### src/rtl/core/lrbt_pkg.sv
`timescale 1ns / 1ps
// Shared types and constants of the LRU register binding table.
package lrbt_pkg;

  // Widths of the port fields.
  localparam int FUNC_W     = 2;
  localparam int KEY_PORT_W = 16;
  localparam int CLASS_W    = 2;
  localparam int INDEX_W    = 3;
  localparam int CFG_W      = 8;

  // Only the first input slots can be reserved by the mask register.
  localparam int RESERVED_SLOTS = 8;
  localparam logic [CFG_W-1:0] RESERVED_MASK_RESET = 8'd192;

  // Function codes of an input word.
  localparam logic [FUNC_W-1:0] FUNC_ACCESS = 2'd0;
  localparam logic [FUNC_W-1:0] FUNC_BIND   = 2'd1;
  localparam logic [FUNC_W-1:0] FUNC_FLUSH  = 2'd2;

  // Register class codes of a result word.
  localparam logic [CLASS_W-1:0] CLASS_LOCAL = 2'd0;
  localparam logic [CLASS_W-1:0] CLASS_INPUT = 2'd1;
  localparam logic [CLASS_W-1:0] CLASS_NONE  = 2'd2;

  // Status codes of a result word.
  localparam logic STATUS_OK   = 1'b0;
  localparam logic STATUS_FULL = 1'b1;

  // Search flags that ripple along the row of cells.
  typedef struct packed {
    logic lhit;
    logic ihit;
    logic lfree;
    logic ifree;
    logic victim;
  } lrbt_find_t;

  // Update command broadcast from the controller to every cell.
  typedef struct packed {
    logic touch_hit;
    logic touch_victim;
    logic fill_local;
    logic fill_input;
    logic flush_clear;
    logic tok_run;
  } lrbt_cmd_t;

endpackage

### src/rtl/core/lrbt_cell.sv
`timescale 1ns / 1ps
// One slot of the table: a local entry with its LRU rank and an input entry.
module lrbt_cell #(
  parameter int KEY_W       = 16,
  parameter int RANK_W      = 3,
  parameter int OLDEST_RANK = 7
) (
  input  logic                    clk,
  input  logic                    rst_n,
  input  lrbt_pkg::lrbt_cmd_t     cmd_i,
  input  logic [KEY_W-1:0]        key_i,
  input  logic [RANK_W-1:0]       ref_rank_i,
  input  logic                    reserved_i,
  input  lrbt_pkg::lrbt_find_t    seen_i,
  output lrbt_pkg::lrbt_find_t    seen_o,
  output lrbt_pkg::lrbt_find_t    sel_o,
  input  logic                    tok_i,
  output logic                    tok_o,
  output logic                    lvalid_o,
  output logic [KEY_W-1:0]        lkey_o,
  output logic [RANK_W-1:0]       lrank_o
);
  import lrbt_pkg::*;

  localparam logic [RANK_W-1:0] OLDEST = RANK_W'(OLDEST_RANK);

  logic [KEY_W-1:0]  lkey_r, lkey_nxt;
  logic              lvalid_r, lvalid_nxt;
  logic [RANK_W-1:0] lrank_r, lrank_nxt;
  logic [KEY_W-1:0]  ikey_r, ikey_nxt;
  logic              ivalid_r, ivalid_nxt;
  logic              tok_r, tok_nxt;
  lrbt_find_t        mine;
  logic              touched;
  logic              filled;

  // What this slot offers to the search.
  always_comb begin
    mine.lhit   = lvalid_r & (lkey_r == key_i);
    mine.ihit   = ivalid_r & ~reserved_i & (ikey_r == key_i);
    mine.lfree  = ~lvalid_r;
    mine.ifree  = ~ivalid_r & ~reserved_i;
    mine.victim = lvalid_r & (lrank_r == OLDEST);
  end

  // A slot is chosen only if no lower slot already claimed the same flag.
  assign seen_o = lrbt_find_t'(seen_i | mine);
  assign sel_o  = lrbt_find_t'(mine & ~seen_i);

  assign touched = (cmd_i.touch_hit & sel_o.lhit) | (cmd_i.touch_victim & sel_o.victim);
  assign filled  = cmd_i.fill_local & sel_o.lfree;

  always_comb begin
    lkey_nxt   = lkey_r;
    lvalid_nxt = lvalid_r;
    lrank_nxt  = lrank_r;
    ikey_nxt   = ikey_r;
    ivalid_nxt = ivalid_r;
    if (cmd_i.flush_clear) begin
      lvalid_nxt = 1'b0;
      lrank_nxt  = '0;
    end else if (touched) begin
      lrank_nxt = '0;
      if (cmd_i.touch_victim) begin
        lkey_nxt = key_i;
      end
    end else if (filled) begin
      lkey_nxt   = key_i;
      lvalid_nxt = 1'b1;
      lrank_nxt  = '0;
    end else if ((cmd_i.touch_hit | cmd_i.touch_victim) & lvalid_r &
                 (lrank_r < ref_rank_i)) begin
      lrank_nxt = lrank_r + 1'b1;
    end else if (cmd_i.fill_local & lvalid_r) begin
      lrank_nxt = lrank_r + 1'b1;
    end
    if (cmd_i.fill_input & sel_o.ifree) begin
      ikey_nxt   = key_i;
      ivalid_nxt = 1'b1;
    end
    tok_nxt = cmd_i.tok_run & tok_i;
  end

  always_ff @(posedge clk) begin
    if (!rst_n) begin
      lvalid_r <= 1'b0;
      lrank_r  <= '0;
      ivalid_r <= 1'b0;
      tok_r    <= 1'b0;
    end else begin
      lvalid_r <= lvalid_nxt;
      lrank_r  <= lrank_nxt;
      ivalid_r <= ivalid_nxt;
      tok_r    <= tok_nxt;
    end
  end

  always_ff @(posedge clk) begin
    lkey_r <= lkey_nxt;
    ikey_r <= ikey_nxt;
  end

  assign tok_o    = tok_r;
  assign lvalid_o = lvalid_r;
  assign lkey_o   = lkey_r;
  assign lrank_o  = lrank_r;

endmodule

### src/rtl/core/lru_register_binding_table_core.sv
`timescale 1ns / 1ps
// Top level of the LRU register binding table: controller and row of slot cells.
// A word is taken in the idle state and decoded in the execute state; its result is registered.
// Access, bind and unused codes and an empty-table flush then return to idle; a flush of a
// non-empty table goes on in the flush state until the token reaches h, the highest valid slot,
// as the flush token walks the row one cell per cycle. Results are never stalled.
// Reset is synchronous, active low: all entries invalid, ranks zero, mask 192; no clearing pass.
module lru_register_binding_table_core #(
  parameter int ENTRY_COUNT = 8,
  parameter int KEY_BITS    = 16
) (
  input  logic                            clk,
  input  logic                            rst_n,
  input  logic                            start,
  output logic                            busy,
  input  logic [lrbt_pkg::FUNC_W-1:0]     in_func,
  input  logic [lrbt_pkg::KEY_PORT_W-1:0] in_key,
  output logic                            out_valid,
  output logic [lrbt_pkg::CLASS_W-1:0]    out_reg_class,
  output logic [lrbt_pkg::INDEX_W-1:0]    out_reg_index,
  output logic                            out_hit,
  output logic                            out_evict_valid,
  output logic [lrbt_pkg::KEY_PORT_W-1:0] out_evict_key,
  output logic                            out_status,
  output logic                            out_last,
  input  logic                            cfg_valid,
  output logic                            cfg_ready,
  input  logic [lrbt_pkg::CFG_W-1:0]      cfg_data
);
  import lrbt_pkg::*;

  // Keys are kept to KEY_BITS bits, and never more than the port carries.
  localparam int KEY_W  = (KEY_BITS < KEY_PORT_W) ? KEY_BITS : KEY_PORT_W;
  localparam int RANK_W = $clog2(ENTRY_COUNT);
  localparam logic [RANK_W-1:0] OLDEST = RANK_W'(ENTRY_COUNT - 1);

  // Controller states.
  localparam logic [1:0] ST_IDLE  = 2'd0;
  localparam logic [1:0] ST_EXEC  = 2'd1;
  localparam logic [1:0] ST_FLUSH = 2'd2;

  logic [1:0]         state_r, state_nxt;
  logic [FUNC_W-1:0]  op_func_r, op_func_nxt;
  logic [KEY_W-1:0]   op_key_r, op_key_nxt;
  logic [CFG_W-1:0]   mask_r, mask_nxt;

  logic                  out_valid_r, out_valid_nxt;
  logic [CLASS_W-1:0]    out_class_r, out_class_nxt;
  logic [INDEX_W-1:0]    out_index_r, out_index_nxt;
  logic                  out_hit_r, out_hit_nxt;
  logic                  out_ev_r, out_ev_nxt;
  logic [KEY_PORT_W-1:0] out_ekey_r, out_ekey_nxt;
  logic                  out_status_r, out_status_nxt;
  logic                  out_last_r, out_last_nxt;

  // Row of cells and the flags that ripple along it.
  lrbt_find_t        seen_chain [ENTRY_COUNT+1];
  lrbt_find_t        sel_a      [ENTRY_COUNT];
  logic [KEY_W-1:0]  lkey_a     [ENTRY_COUNT];
  logic [RANK_W-1:0] lrank_a    [ENTRY_COUNT];
  logic [ENTRY_COUNT-1:0] lvalid_vec;
  logic [ENTRY_COUNT-1:0] tok_vec;
  logic [ENTRY_COUNT-1:0] reserved_vec;

  lrbt_find_t        any;
  lrbt_cmd_t         cmd;
  logic [RANK_W-1:0] ref_rank;
  logic [RANK_W-1:0] lhit_rank;
  logic [INDEX_W-1:0] lhit_idx, ihit_idx, lfree_idx, ifree_idx, victim_idx, flush_idx;
  logic [KEY_W-1:0]  victim_key, flush_key;
  logic              valid_after;
  logic              exec, is_access, is_bind, is_flush;
  logic              in_flush;
  logic              flush_start, flush_emit, flush_last;
  logic              take;

  assign seen_chain[0] = '0;

  genvar g;
  generate
    for (g = 0; g < ENTRY_COUNT; g++) begin : g_cell
      // Slots beyond the mask register are never reserved.
      if (g < RESERVED_SLOTS) begin : g_res
        assign reserved_vec[g] = mask_r[g];
      end else begin : g_nores
        assign reserved_vec[g] = 1'b0;
      end

      lrbt_cell #(
        .KEY_W       (KEY_W),
        .RANK_W      (RANK_W),
        .OLDEST_RANK (ENTRY_COUNT - 1)
      ) u_cell (
        .clk        (clk),
        .rst_n      (rst_n),
        .cmd_i      (cmd),
        .key_i      (op_key_r),
        .ref_rank_i (ref_rank),
        .reserved_i (reserved_vec[g]),
        .seen_i     (seen_chain[g]),
        .seen_o     (seen_chain[g+1]),
        .sel_o      (sel_a[g]),
        .tok_i      ((g == 0) ? flush_start : tok_vec[(g == 0) ? 0 : g - 1]),
        .tok_o      (tok_vec[g]),
        .lvalid_o   (lvalid_vec[g]),
        .lkey_o     (lkey_a[g]),
        .lrank_o    (lrank_a[g])
      );
    end
  endgenerate

  // The end of the chain tells whether any slot offered each flag.
  assign any = seen_chain[ENTRY_COUNT];

  // Turn the one-hot selections into slot numbers, ranks and keys.
  always_comb begin
    logic tok_passed;
    lhit_idx    = '0;
    ihit_idx    = '0;
    lfree_idx   = '0;
    ifree_idx   = '0;
    victim_idx  = '0;
    flush_idx   = '0;
    lhit_rank   = '0;
    victim_key  = '0;
    flush_key   = '0;
    valid_after = 1'b0;
    tok_passed  = 1'b0;
    for (int i = 0; i < ENTRY_COUNT; i++) begin
      if (sel_a[i].lhit) begin
        lhit_idx  = lhit_idx | INDEX_W'(i);
        lhit_rank = lhit_rank | lrank_a[i];
      end
      if (sel_a[i].ihit) begin
        ihit_idx = ihit_idx | INDEX_W'(i);
      end
      if (sel_a[i].lfree) begin
        lfree_idx = lfree_idx | INDEX_W'(i);
      end
      if (sel_a[i].ifree) begin
        ifree_idx = ifree_idx | INDEX_W'(i);
      end
      if (sel_a[i].victim) begin
        victim_idx = victim_idx | INDEX_W'(i);
        victim_key = victim_key | lkey_a[i];
      end
      if (tok_vec[i] & lvalid_vec[i]) begin
        flush_idx = flush_idx | INDEX_W'(i);
        flush_key = flush_key | lkey_a[i];
      end
      // A valid slot beyond the token still has to be reported.
      if (tok_passed & lvalid_vec[i]) begin
        valid_after = 1'b1;
      end
      tok_passed = tok_passed | tok_vec[i];
    end
  end

  // Decode the word in flight into the command that every cell sees.
  always_comb begin
    exec      = (state_r == ST_EXEC);
    in_flush  = (state_r == ST_FLUSH);
    is_access = exec & (op_func_r == FUNC_ACCESS);
    is_bind   = exec & (op_func_r == FUNC_BIND);
    is_flush  = exec & (op_func_r == FUNC_FLUSH);

    // A flush of a non-empty table launches a token into the first cell; each
    // valid cell it reaches reports its key, and the last valid one ends it.
    flush_start = is_flush & (|lvalid_vec);
    flush_emit  = in_flush & (|(tok_vec & lvalid_vec));
    flush_last  = flush_emit & ~valid_after;

    cmd.touch_hit    = is_access & any.lhit;
    cmd.touch_victim = is_access & ~any.lhit & ~any.ihit & ~any.lfree;
    cmd.fill_local   = is_access & ~any.lhit & ~any.ihit & any.lfree;
    cmd.fill_input   = is_bind & any.ifree;
    cmd.flush_clear  = flush_last;
    cmd.tok_run      = flush_start | (in_flush & ~flush_last);

    // On eviction the oldest entry is touched: every other valid entry ages.
    ref_rank = cmd.touch_hit ? lhit_rank : OLDEST;
  end

  assign take      = start & (state_r == ST_IDLE);
  assign busy      = (state_r != ST_IDLE);
  assign cfg_ready = (state_r == ST_IDLE);

  always_comb begin
    state_nxt   = state_r;
    op_func_nxt = op_func_r;
    op_key_nxt  = op_key_r;
    mask_nxt    = mask_r;
    if (cfg_valid & cfg_ready) begin
      mask_nxt = cfg_data;
    end
    case (state_r)
      ST_IDLE: begin
        if (take) begin
          op_func_nxt = in_func;
          op_key_nxt  = in_key[KEY_W-1:0];
          state_nxt   = ST_EXEC;
        end
      end
      ST_EXEC: begin
        state_nxt = flush_start ? ST_FLUSH : ST_IDLE;
      end
      ST_FLUSH: begin
        if (flush_last) begin
          state_nxt = ST_IDLE;
        end
      end
      default: begin
        state_nxt = ST_IDLE;
      end
    endcase
  end

  // Result word of the current cycle, presented from the output registers in the next cycle.
  always_comb begin
    out_valid_nxt  = 1'b0;
    out_class_nxt  = CLASS_NONE;
    out_index_nxt  = '0;
    out_hit_nxt    = 1'b0;
    out_ev_nxt     = 1'b0;
    out_ekey_nxt   = '0;
    out_status_nxt = STATUS_OK;
    out_last_nxt   = 1'b1;
    if (exec & ~flush_start) begin
      out_valid_nxt = 1'b1;
      if (is_access) begin
        out_class_nxt = CLASS_LOCAL;
        if (any.lhit) begin
          out_index_nxt = lhit_idx;
          out_hit_nxt   = 1'b1;
        end else if (any.ihit) begin
          out_class_nxt = CLASS_INPUT;
          out_index_nxt = ihit_idx;
          out_hit_nxt   = 1'b1;
        end else if (any.lfree) begin
          out_index_nxt = lfree_idx;
        end else begin
          out_index_nxt = victim_idx;
          out_ev_nxt    = 1'b1;
          out_ekey_nxt  = KEY_PORT_W'(victim_key);
        end
      end else if (is_bind) begin
        if (any.ifree) begin
          out_class_nxt = CLASS_INPUT;
          out_index_nxt = ifree_idx;
        end else begin
          out_status_nxt = STATUS_FULL;
        end
      end
    end else if (flush_emit) begin
      out_valid_nxt = 1'b1;
      out_class_nxt = CLASS_LOCAL;
      out_index_nxt = flush_idx;
      out_ev_nxt    = 1'b1;
      out_ekey_nxt  = KEY_PORT_W'(flush_key);
      out_last_nxt  = flush_last;
    end
  end

  always_ff @(posedge clk) begin
    if (!rst_n) begin
      state_r     <= ST_IDLE;
      mask_r      <= RESERVED_MASK_RESET;
      out_valid_r <= 1'b0;
    end else begin
      state_r     <= state_nxt;
      mask_r      <= mask_nxt;
      out_valid_r <= out_valid_nxt;
    end
  end

  always_ff @(posedge clk) begin
    op_func_r    <= op_func_nxt;
    op_key_r     <= op_key_nxt;
    out_class_r  <= out_class_nxt;
    out_index_r  <= out_index_nxt;
    out_hit_r    <= out_hit_nxt;
    out_ev_r     <= out_ev_nxt;
    out_ekey_r   <= out_ekey_nxt;
    out_status_r <= out_status_nxt;
    out_last_r   <= out_last_nxt;
  end

  assign out_valid       = out_valid_r;
  assign out_reg_class   = out_class_r;
  assign out_reg_index   = out_index_r;
  assign out_hit         = out_hit_r;
  assign out_evict_valid = out_ev_r;
  assign out_evict_key   = out_ekey_r;
  assign out_status      = out_status_r;
  assign out_last        = out_last_r;

`ifndef SYNTHESIS
  // The flush token is never in more than one cell.
  a_one_token: assert property (@(posedge clk) disable iff (!rst_n)
    $onehot0(tok_vec))
    else $error("flush token held by more than one cell");

  // While flushing, the token is always somewhere in the row.
  a_token_live: assert property (@(posedge clk) disable iff (!rst_n)
    (state_r == ST_FLUSH) |-> $onehot(tok_vec))
    else $error("flush in progress without a token");

  // A newly taken word never has a result strobed in the very next cycle.
  a_no_early: assert property (@(posedge clk) disable iff (!rst_n)
    (start && !busy) |=> !out_valid)
    else $error("result strobed too early after a word was taken");

  // A hit never displaces an entry.
  a_hit_no_evict: assert property (@(posedge clk) disable iff (!rst_n)
    (out_valid && out_hit) |-> !out_evict_valid)
    else $error("hit reported together with an eviction");
`endif

endmodule

### config.mk
export PLATFORM = sky130hd
export DESIGN_NAME = lru_register_binding_table_core
export DESIGN_NICKNAME = d
export VERILOG_FILES = /design/src/rtl/core/lrbt_pkg.sv /design/src/rtl/core/lrbt_cell.sv /design/src/rtl/core/lru_register_binding_table_core.sv
export SDC_FILE = /design/constraint.sdc
export NUM_CORES = 1
export LEC_CHECK = 0
export BUFFER_PORTS_ARGS = -buffer_cell sky130_fd_sc_hd__buf_4
export CAP_MARGIN = 40
export CORE_MARGIN = 3
export CORE_UTILIZATION = 50
export CTS_BUF_LIST = sky130_fd_sc_hd__clkbuf_8
export CTS_CLUSTER_SIZE = 40
export DETAILED_ROUTE_END_ITERATION = 12
export GPL_TIMING_DRIVEN = 0
export PLACE_DENSITY = 0.69
export REMOVE_ABC_BUFFERS = 1
export SLEW_MARGIN = 20
export SYNTH_ARGS = -nofsm -noshare
export SYNTH_HDL_FRONTEND = slang
export SYNTH_SLANG_ARGS = --single-unit
export TNS_END_PERCENT = 10
### constraint.sdc
create_clock -name clk -period 4.3 [get_ports clk]
set_input_delay 0.86 -clock clk [delete_from_list [all_inputs] [get_ports clk]]
set_output_delay 0.86 -clock clk [all_outputs]
set_load 0.05 [all_outputs]
==> results.toml, run 1 <==
[timing]
rsz0062_at_grt = "yes"
hold_viol = 0
min_period_ns = 4.10
tns_ns = 0
fmax_ghz = 0.244
drv_slew = 0
fin_skew_ns = 0.0146
slew_headroom_pct = 41.6
setup_ws_ns = 0.199
finalSetupViolCount = 0
worstMarginPinSlew_ns = 0.873
finalCritPeriodShare_pct = 95.4

[die]
io_pins = 58
die_h_um = 194
start_util_pct = 51.1
coreArea_sq_mm = 0.0347
die-width_um = 194
num_rows = 68
die_area_sq_mm = 0.0378

[setup_path]
path_max_fanout = 18
crit_required_ns = 4.88
r2r_start = "op_key_r[15]"
worst_setup_path_end_kind = "register"
reg2reg_to = "g_cell[3].u_cell.lrank_o[1]"
cp.arrival_ns = 4.68
critPathLaunch = "op_key_r[15]"
r2r_cells = 13
crit_end = "g_cell[3].u_cell.lrank_o[1]"
critPathLaunchType = "register"
critPathKind = "reg -> reg"
reg2reg_slack_ns = 0.20

[place]
place_congestion = 0.923
pre_cts_slack_ns = -0.921
dpl.hpwl_um = 36600
portBuffers = 57

[global_route]
grt_use_total_pct = 26.8
grt_max_degree = 22
grt_pass1_wl_um = 78200
antenna_found_initial = 0
grt_overflow = 0
grt_pass1_vias = 13000

[power]
comb_power_share_pct = 5.7
p_sw_mw = 1.70
p_seq_share_pct = 51.3
swShare_pct = 23.1
p_int_mw = 5.68
clockPowerShare_pct = 43.1
power.leakage_nw = 7.09
peakVddDrop_mv = 0.325
powerDensity_mw_per_mm2 = 353
p_total_mw = 7.39

[synthesis]
syn_inst = 1483
synth.largest_area_cell = "edfxtp_1"
ys.flop_type = "edfxtp_1"
synthMostInstantiatedCell = "edfxtp_1"
async_reset_ff_share_pct = 0
synth_area_sq_mm = 0.0177
synth_seq_area_share_pct = 55.9
synth_commonest_cells = "edfxtp_1 (274), xor2_1 (135), xnor2_1 (126)"
ys_ff_latch = 358
postSynthAreaPerCell_sq_um = 12.0
synth_edf_count = 274
yosysUniqueCellTypes = 79
synth-warning-count = 0
yosys-top-cells-area = "edfxtp_1 (46%), dfxtp_1 (9.5%), xor2_1 (6.7%)"
synth_top_area_share_pct = 46.4

[flow_run]
cap_violations = 0

[min_path]
min-delay-path-class = "in -> reg"
whs_path_depth = 1

[clock_tree]
cts.path.max_buffers = 3
h-tree-depth = 2
cts_buffers = 60
cts_sinks = 358
clk_latency_ns = 0.65
hold_buffers = 0
clk_pin_slew_ns = 0.07
cts_tree = "built"
cts_root_buf = "clkbuf_8"

[layout]
nNetsFinal = 1649
regArea_sq_mm = 0.00991
syn2layout_area_growth_pct = 17.9
utilization_pct = 60.2
drive_above_1_share_pct = 18.3
multi_input_area_sq_mm = 0.00748
fill_cells = 2778
antenna_cells = 0

[drt]
route.met3.wl_um = 5330
vias_per_cell = 6.39
antenna_left = 0
drt_iter0_markers = 1779
top_layer_used = "met4"
routedLengthMet1_um = 20200
via_count = 13500
drc = 0
wl_per_cell_um = 24.8
routed_wl_um = 52300
wl_met2_um = 24000
first_pass_iters = 9

[outcome]
status = "completed"
-- flip-flops by register name (all words and copies together) (netlist names) --
name	cells
out_valid	1
out_evict_valid	1
state_r	2
out_status	1
out_reg_index	3
op_func_r	2
g_cell.u_cell.lkey_o	128
g_cell.u_cell.ivalid_r	8
op_key_r	16
out_hit	1
mask_r	8
g_cell.u_cell.tok_o	8
g_cell.u_cell.lvalid_o	8
g_cell.u_cell.ikey_r	128
g_cell.u_cell.lrank_o	24
out_last	1
out_reg_class	2
out_evict_key	16
-- cell usage in the layout (no fill, tap or decap), types with 8 or more instances in the layout --
cell type	instances
edfxtp_1	274
a221oi_1	16
nor4_1	31
a31oi_1	8
or3_1	9
inv_1	48
clkinv_2	8
a21oi_1	25
o211ai_1	8
nor4_2	10
nand2_1	109
clkbuf_8	68
nand3_1	29
a41o_1	18
xor2_1	135
nor3_1	19
nor2_1	79
a221o_1	16
buf_6	16
o21a_1	11
a22oi_1	67
dfxtp_1	84
o22ai_1	15
nand4_1	33
buf_4	82
a222oi_1	17
xnor2_1	126
o21ai_0	35
and2_1	16
ha_1	16
buf_8	36
-- per-layer routing --
metal,global-route usage [%],vias to the layer above
li1,-,5886
met1,35.2,6508
met2,42.7,876
met3,5.58,207
met4,13.2,0
met5,0,-
-- metrics by stage --
step	hold slack [ns]	instance area, sq um	std cells
after global routing	0.343	20900	2110
after CTS	0.341	20700	2093
after detailed placement	0.473	19200	1969
after global placement	0.464	18200	1906
after floorplan	0.444	17200	1394
final	0.384	20900	2110
-- power groups by stage --
stage          Sequential (mW)  Clock (mW)  Combinational (mW)
6_report                  3.79        3.18               0.419
5_1_grt                   3.79        3.39               0.446
4_1_cts                   3.79        3.23               0.401
3_5_place_dp              3.86           0               0.393
3_3_place_gp              3.96           0               0.230
2_1_floorplan             3.90           0               0.156
-- worst min path at each step --
stage,from,endpoint
after detailed placement,g_cell[3].u_cell.tok_o,g_cell[4].u_cell.tok_o
final,in_key[3],op_key_r[3]
after global routing,in_key[5],op_key_r[5]
after floorplan,g_cell[3].u_cell.tok_o,g_cell[4].u_cell.tok_o
after global placement,g_cell[3].u_cell.ivalid_r,g_cell[3].u_cell.ivalid_r
after CTS,in_key[7],op_key_r[7]
-- cell type report --
cell class	count	share of cell area, %
clock buffers	68	4.48
flip-flops and latches	358	47.4
multi-input cells	1010	35.8
clock inverters	46	1.66
well taps	455	2.72
inverters	26	0.467
repair buffers	147	7.54
-- worst max-delay path, cell delays in order (launching register included) --
cell and delay (ns):
edfxtp_1 0.53, buf_8 0.22, buf_8 0.17, xnor2_1 0.26, nand4_1 0.21, or4_4 0.61
o22ai_4 0.29, nor4_1 0.10, nand4b_1 0.25, or2_4 0.25, nor2_1 0.11, a32o_4 0.44
a311o_1 0.44, nor2_1 0.13
-- logic make-up after synthesis --
kind of cell             share of synthesized area, %
buffers and inverters                            3.66
AO/OA/AOI/OAI                                    13.9
XOR/XNOR                                         13.1
flip-flops                                       55.9
adder cells (fa/ha/maj)                          1.19
AND/OR/NAND/NOR                                  11.9
multiplexers                                    0.339
-- what timing repair did --
| action | 4_1_cts | 5_1_grt |
|---|---|---|
| setup endpoints to repair | 142 | 43 |
| setup buffers | 10 | 12 |
| pin swaps | 7 | 6 |
| cloned | 0 | 0 |
| gates resized for setup | 7 | 18 |
(Power assumes the default switching activity.)
==> run 2: changes to the inputs <==
CORE_ASPECT_RATIO = 0.75   (was unset)
GPL_ROUTABILITY_DRIVEN = 0   (was unset)
PLACE_DENSITY = 0.66   (was 0.69)
clock period = 4.2 ns   (was 4.3 ns; I/O delays follow)
==> results.toml, run 2 (same netlist as run 1, synthesis figures left out) <==
[power]
powerDensity_mw_per_mm2 = 349
p_total_mw = 7.32
power.leakage_nw = 7.05
peakVddDrop_mv = 0.263

[setup_path]
r2r_start = "op_key_r[12]"
reg2reg_slack_ns = 0.07
r2r_cells = 14
critPathKind = "reg -> reg"
reg2reg_to = "g_cell[0].u_cell.lrank_o[2]"
worst_setup_path_end_kind = "register"
path_max_fanout = 15
crit_required_ns = 4.76
cp.arrival_ns = 4.69
critPathLaunchType = "register"

[min_path]
min-delay-path-class = "in -> reg"
whs_path_depth = 1
hp-start = "in_key[5]"
hold_end = "op_key_r[5]"

[timing]
finalSetupViolCount = 0
min_period_ns = 4.13
tns_ns = 0
hold_viol = 0
worstMarginPinSlew_ns = 0.920
fmax_ghz = 0.242
fin_skew_ns = 0.0336
slew_headroom_pct = 38.1
drv_slew = 0
finalCritPeriodShare_pct = 98.3

[global_route]
grt_use_total_pct = 28.1
grt_pass1_vias = 12900
grt_max_degree = 22
antenna_found_initial = 2
grt_pass1_wl_um = 80300
grt_overflow = 0

[layout]
fill_cells = 2775
drive_above_1_share_pct = 18.5
nNetsFinal = 1656
final_cells = 2113
syn2layout_area_growth_pct = 18.2
layout_common_cells = "edfxtp_1 (274), xor2_1 (135), xnor2_1 (126)"
antenna_cells = 0
mostFrequentLayoutCell = "edfxtp_1"

[drt]
routed_wl_um = 54200
drc = 0
antenna_left = 0
drt_iter0_markers = 2505
via_count = 13600
wl_per_cell_um = 25.6
vias_per_cell = 6.43
first_pass_iters = 6

[die]
num_rows = 59
die_area_sq_mm = 0.0378
io_pins = 58
die_h_um = 169
coreArea_sq_mm = 0.0348
start_util_pct = 50.9
die-width_um = 223

[flow_run]
cap_violations = 0

[place]
portBuffers = 57
place_inst = 1968
dpl.hpwl_um = 37900

[clock_tree]
cts_tree = "built"
clk_latency_ns = 0.64
cts.path.max_buffers = 3
cts_sinks = 358
clk_pin_slew_ns = 0.06
cts_root_buf = "clkbuf_8"
h-tree-depth = 2
cts_buffers = 55

[outcome]
status = "completed"
==> run 2: what timing repair did <==
item	4_1_cts	5_1_grt
pin swaps	10	8
gates resized for setup	19	17
hold endpoints to repair	0	0
setup endpoints to repair	150	76
buffers inserted	17	18
hold buffers	0	0
cloned	0	1
==> run 2: layer usage <==
metal  part of all wire (%)  up-vias  routed length (um)  track usage, %
met5                  0.024        -                  13               0
met4                    3.0        2                1640            8.31
met3                     14      162                7680            8.30
met2                     40     1012               21900            39.2
met1                     42     6514               22900            42.4
li1                       -     5897                   -               -
==> run 2: how the worst max path moves through the flow <==
stage	end	slack, ns	start	cells after the start
6_report	g_cell[0].u_cell.lrank_o[2]	0.07	op_key_r[12]	14
2_1_floorplan	g_cell[6].u_cell.lkey_o[0]	-0.10	op_key_r[10]	7
5_1_grt	g_cell[3].u_cell.lrank_o[1]	-0.04	op_key_r[8]	14
3_5_place_dp	g_cell[2].u_cell.lkey_o[6]	-0.93	op_key_r[10]	11
4_1_cts	g_cell[7].u_cell.lrank_o[1]	-0.20	op_key_r[12]	14
3_3_place_gp	g_cell[6].u_cell.lkey_o[5]	-3.83	op_key_r[14]	7
==> run 2: cell type report <==
| type | instances | area, sq um | area share (%) |
|---|---|---|---|
| clock buffers | 60 | 826 | 3.94 |
| well taps | 457 | 572 | 2.73 |
| flip-flops and latches | 358 | 9910 | 47.3 |
| repair buffers | 158 | 1690 | 8.05 |
| inverters | 26 | 101 | 0.484 |
| clock inverters | 43 | 297 | 1.42 |
| multi-input cells | 1011 | 7560 | 36.1 |
==> run 2: critical path, stage by stage (launching register included) <==
cell and delay [ns]:
edfxtp_1 0.46, buf_8 0.20, buf_8 0.16, xnor2_1 0.29, nand4_1 0.29, buf_4 0.23
nor4_4 0.36, nand3_1 0.19, a2111oi_4 0.50, a2111oi_4 0.15, or2_0 0.26, maj3_2 0.31
o21ai_0 0.35, nand3_1 0.13, a21boi_1 0.15
==> run 2: power breakdown <==
part           total [mW]  internal [mW]  switching [mW]
Sequential           3.87           3.84          0.0335
Combinational       0.442          0.179           0.263
Clock                3.01           1.57            1.44
==> run 2: per-stage QoR <==
stage / hold WS, ns / instance area [sq um] / util (%) / setup WS [ns]
after detailed placement: 0.472 / 19200 / 55.2 / -0.934
after global routing: 0.349 / 21000 / 60.1 / -0.0404
after global placement: 0.463 / 18200 / 52.2 / -3.83
after floorplan: 0.444 / 17200 / - / -0.104
after CTS: 0.338 / 20600 / 59.2 / -0.199
final: 0.378 / 21000 / 60.1 / 0.0719
